[src/rtl/assert_macros.svh]
// Assertion macros used by the solver core RTL.
// In synthesis builds every macro expands to nothing.
`ifndef ASSERT_MACROS_SVH
`define ASSERT_MACROS_SVH
`ifndef SYNTHESIS
// Checked on every clock edge outside reset.
`define QRS_ASSERT(lbl, clk, rst, prop) \
  lbl: assert property (@(posedge clk) disable iff (rst) prop) \
    else $error("qrs assertion failed");
// Checked on every clock edge, reset included.
`define QRS_ASSERT_ALL(lbl, clk, prop) \
  lbl: assert property (@(posedge clk) prop) \
    else $error("qrs assertion failed");
`else
`define QRS_ASSERT(lbl, clk, rst, prop)
`define QRS_ASSERT_ALL(lbl, clk, prop)
`endif
`endif

[src/rtl/qrs_pkg.sv]
// ----------------------------------------------------------------------------
// qrs_pkg
// Types and widths shared by the quadratic root solver pipeline.
// ----------------------------------------------------------------------------
`default_nettype none

package qrs_pkg;

  // Field widths of the coefficient and root beats.
  localparam int COEF_WIDTH = 16;
  localparam int ROOT_WIDTH = 32;
  localparam int OUT_FRAC   = 16;

  // Square root: digit pairs of the radicand and bits of the root.
  localparam int RAD_PAIRS  = COEF_WIDTH + 1;
  localparam int ROOT_BITS  = RAD_PAIRS + OUT_FRAC;
  localparam int DISC_WIDTH = 2 * COEF_WIDTH + 2;
  localparam int MAG_WIDTH  = 2 * RAD_PAIRS;
  localparam int REM_WIDTH  = ROOT_BITS + 3;

  // Division: numerator magnitude and divisor magnitude.
  localparam int NUM_WIDTH  = COEF_WIDTH + OUT_FRAC + 2;
  localparam int DEN_WIDTH  = COEF_WIDTH + 1;

  typedef enum logic [1:0] {
    KIND_TWO_REAL  = 2'd0,
    KIND_REPEATED  = 2'd1,
    KIND_COMPLEX   = 2'd2,
    KIND_ZERO_LEAD = 2'd3
  } kind_t;

  typedef struct packed {
    logic signed [COEF_WIDTH-1:0] coef_a;
    logic signed [COEF_WIDTH-1:0] coef_b;
    logic signed [COEF_WIDTH-1:0] coef_c;
  } coef_t;

  typedef struct packed {
    kind_t                        root_kind;
    logic signed [ROOT_WIDTH-1:0] first_value;
    logic signed [ROOT_WIDTH-1:0] second_value;
    logic                         saturated;
  } root_t;

endpackage

`default_nettype wire

[src/rtl/qrs_div_pipe.sv]
// ----------------------------------------------------------------------------
// qrs_div_pipe
// Pipelined restoring divider: one quotient bit per register stage.
// ----------------------------------------------------------------------------
`default_nettype none

module qrs_div_pipe (
  input  wire logic                           clk,
  input  wire logic                           adv,
  input  wire logic [qrs_pkg::NUM_WIDTH-1:0]  num,
  input  wire logic [qrs_pkg::DEN_WIDTH-1:0]  den,
  output logic      [qrs_pkg::NUM_WIDTH-1:0]  quo
);

  localparam int NW = qrs_pkg::NUM_WIDTH;
  localparam int DW = qrs_pkg::DEN_WIDTH;

  logic [NW-1:0] num_r [1:NW];
  logic [NW-1:0] quo_r [1:NW];
  logic [DW-1:0] rem_r [1:NW];
  logic [DW-1:0] den_r [1:NW];

  // Each stage brings down one numerator bit and tries one subtraction.
  for (genvar j = 0; j < NW; j++) begin : g_step
    logic [NW-1:0] num_in;
    logic [NW-1:0] quo_in;
    logic [DW-1:0] rem_in;
    logic [DW-1:0] den_in;
    logic [DW:0]   rem_sh;
    logic          ge;

    if (j == 0) begin : g_first
      assign num_in = num;
      assign quo_in = '0;
      assign rem_in = '0;
      assign den_in = den;
    end else begin : g_rest
      assign num_in = num_r[j];
      assign quo_in = quo_r[j];
      assign rem_in = rem_r[j];
      assign den_in = den_r[j];
    end

    assign rem_sh = {rem_in, num_in[NW-1]};
    assign ge     = rem_sh >= {1'b0, den_in};

    always_ff @(posedge clk) begin
      if (adv) begin
        num_r[j+1] <= {num_in[NW-2:0], 1'b0};
        quo_r[j+1] <= {quo_in[NW-2:0], ge};
        rem_r[j+1] <= ge ? DW'(rem_sh - {1'b0, den_in}) : DW'(rem_sh);
        den_r[j+1] <= den_in;
      end
    end
  end

  assign quo = quo_r[NW];

endmodule

`default_nettype wire
[config.mk]
export PLATFORM = sky130hd
export DESIGN_NAME = qrs_div_pipe
export DESIGN_NICKNAME = d
export VERILOG_FILES = /design/src/rtl/assert_macros.svh /design/src/rtl/qrs_pkg.sv /design/src/rtl/qrs_div_pipe.sv
export SDC_FILE = /design/constraint.sdc
export NUM_CORES = 2
export LEC_CHECK = 0
export BUFFER_PORTS_ARGS = -buffer_cell sky130_fd_sc_hd__buf_2
export CELL_PAD_IN_SITES_DETAIL_PLACEMENT = 1
export CELL_PAD_IN_SITES_GLOBAL_PLACEMENT = 1
export CORE_MARGIN = 3
export CORE_UTILIZATION = 50
export CTS_BUF_LIST = sky130_fd_sc_hd__clkbuf_16
export CTS_CLUSTER_SIZE = 8
export DETAILED_ROUTE_END_ITERATION = 7
export PLACE_DENSITY = 0.78
export SLEW_MARGIN = 40
export SYNTH_ARGS = -nofsm -noshare
export SYNTH_HDL_FRONTEND = slang
export SYNTH_SLANG_ARGS = --single-unit
[constraint.sdc]
create_clock -name clk -period 9.4 [get_ports clk]
set_clock_uncertainty 0.15 [all_clocks]
set_input_delay 1.88 -clock clk [delete_from_list [all_inputs] [get_ports clk]]
set_output_delay 1.88 -clock clk [all_outputs]
set_load 0.01 [all_outputs]
==> impl_metrics.json <==
{
  "crit_path_start": "num_r[6][32]",
  "hold_viol_final": 0,
  "via_count": 57000,
  "hold_depth": 0,
  "reg2reg_to": "rem_r[0][426]",
  "overflow": 0,
  "cts.path.max_buffers": 4,
  "multiInputGateArea_um2": 30700,
  "syn_area_per_cell_um2": 14.6,
  "grt_max_degree": 159,
  "placed_area_um2": 106000,
  "dp_hpwl_um": 146000,
  "clk_pin_slew_ns": 0.05,
  "post-route-period-util_pct": 43.1,
  "cts_sinks": 2278,
  "worst_pin_slew_ns": 0.817,
  "required_ns": 9.90,
  "yosys.area.top_type": "edfxtp_1",
  "rsz0062_at_grt": "no",
  "yosysMostFrequentCell": "edfxtp_1",
  "die_h_um": 458,
  "syn_area_um2": 102000,
  "drv_cap": 0,
  "gp_congestion": 0.849,
  "htreeDepth": 5,
  "synth_edf_count": 2278,
  "ys.flop_type": "edfxtp_1",
  "ys_ff_latch": 2278,
  "dp_cells": 9728,
  "cp-endpoint": "rem_r[0][426]",
  "r2r_setup_slack_ns": 5.34,
  "initial_core_util_pct": 50.4,
  "die_x_um": 458,
  "ff_latch_area_um2": 68400,
  "num_io_pins": 87,
  "drive_above_1_share_pct": 12.8,
  "setup_tns_ns": 0,
  "async_reset_ff_share_pct": 0,
  "end_kind": "register",
  "outcome": "complete, no violations",
  "fin_nets": 8045,
  "areaGrowthSynthToFinish_pct": 12.4,
  "fmax_ghz": 0.247,
  "drt_iter0_markers": 3827,
  "yosysWarnings": 0,
  "r2r_start": "num_r[6][32]",
  "fillers": 19100,
  "num_rows": 165,
  "grt_pass1_wl_um": 344000,
  "dr_wl_met2_um": 112000,
  "critPathMaxFanout": 28,
  "cts_hold_buf": 0,
  "viasPerCell": 5.65,
  "max_slew_margin_pct": 45.3,
  "synth_cell_types": 96,
  "finalNonFillerCells": 10100,
  "finalMaxSlewViolations": 0,
  "cts_buffers": 336,
  "synth_top_area_share_pct": 67.0,
  "powerDensity_nw_per_um2": 338,
  "finalSetupViolations": 0,
  "min_path_type": "register to register",
  "ctsResizeCount": 0,
  "synth_common_cells": "edfxtp_1, inv_1, ha_1",
  "peakVddDrop_mv": 0.213,
  "post_cts_buffers": 0,
  "crit_type": "register to register",
  "crit_arrival_ns": 4.56,
  "drc_errors": 0,
  "clock_latency_ns": 0.92,
  "period_minus_slack_ns": 4.06,
  "cts-root-buf": "clkbuf_16",
  "first_global_vias": 61800,
  "drt-total-wl_um": 216000,
  "total_power_uw": 38800,
  "drt-pass1-iter-count": 8,
  "track_usage_pct": 20.6,
  "synth.area.top_cells": "edfxtp_1, ha_1, mux2_2, inv_1, xnor2_1",
  "drt-wirelength-per-cell_um": 21.4,
  "routed.top_layer": "met4",
  "synthCells": 7012,
  "grt_antenna_before_repair": 1,
  "met1Wirelength_um": 89600,
  "core_area_um2": 203000,
  "dieArea_um2": 210000,
  "cts_tree": "yes",
  "antenna_left": 0,
  "seq_area_frac_synth_pct": 67.0,
  "route.met3.wl_um": 7360,
  "port_buffers": 86,
  "worstSetupStartpointType": "register",
  "whs_ns": 0.219,
  "finalInstanceArea_um2": 115000,
  "p_leak_uw": 0.0443,
  "synth.net_count": 7660,
  "worstRegToRegCells": 11
}
-- cell usage in the layout (no fill, tap or decap), types with 26 or more instances in the layout --
master,instances
a211oi_1,38
a21o_1,195
a21oi_1,387
a31oi_1,51
buf_2,85
clkbuf_16,341
edfxtp_1,2278
fa_1,32
ha_1,563
inv_1,722
mux2_2,297
mux2_4,56
mux2i_1,35
nand2_1,301
nand2b_1,39
nand3_1,72
nand4_1,92
nor2_1,294
nor2b_1,61
nor3_1,115
o211ai_1,30
o21a_1,50
o21ai_0,280
o21bai_1,74
o31ai_1,38
or2_2,26
or3_1,39
xnor2_1,270
xor2_1,155
-- worst max-delay path, cell delays in order, from the launching register on --
cell	delay [ns]
edfxtp_1	0.38
inv_1	0.08
ha_1	0.16
inv_1	0.06
fa_1	0.42
a21oi_1	0.29
o21ai_0	0.21
a2111oi_2	0.47
o31ai_1	0.24
o2111ai_1	0.27
nand3_2	0.55
mux2_2	0.50
-- kinds of logic after synthesis --
kind of cell	count (synthesis)	synth area share, %
and+or+nand+nor	1137	5.34
xor gates and xnor gates	425	3.64
DFF	2278	67.0
AOI/OAI and AO/OA	1388	8.98
buffers and inverters	798	3.07
adders and majority gates	595	7.52
muxes	391	4.47
-- layer usage --
layer,vias to the layer above,GRT usage (%)
li1,26800,-
met1,28600,25.3
met2,1103,37.0
met3,460,2.96
met4,0,7.17
met5,-,0
-- per-stage QoR --
| stage | util, % | setup WS (ns) |
|---|---|---|
| floorplan | - | 5.99 |
| global placement | 52.2 | 4.94 |
| detailed placement | 52.3 | 4.82 |
| CTS | 56.6 | 5.38 |
| global route | 56.6 | 5.12 |
| finish | 56.6 | 5.34 |
-- sequential cells by signal, indices dropped and copies added (netlist names) --
register / count
quo_r: 595
rem_r: 561
num_r: 561
den_r: 561
-- layout make-up --
type,instances,share of cell area [%]
Antenna cell,1,0.00218
Clock buffer,341,7.43
Clock inverter,15,0.0926
Inverter,720,2.35
Multi-Input combinational cell,3936,26.8
Sequential cell,2278,59.6
Tap cell,2672,2.91
Timing Repair Buffer,125,0.861
-- worst min path at each step --
stage,start,end,slack [ns]
finish,quo_r[3][38],quo_r[3][73],0.22
global route,quo_r[1][107],quo_r[2][6],0.22
CTS,quo_r[3][38],quo_r[3][73],0.21
detailed placement,num_r[4][53],num_r[4][87],0.26
global placement,num_r[1][130],num_r[2][32],0.25
floorplan,num_r[0][67],num_r[0][101],0.25
-- report_power, final --
part           leakage (µW)  switching, µW  internal (µW)
sequential           0.0223           1190          13900
clock               0.00426           3990           6310
combinational        0.0177           7240           6140
No activity file was read; power rests on OpenSTA's default activity.
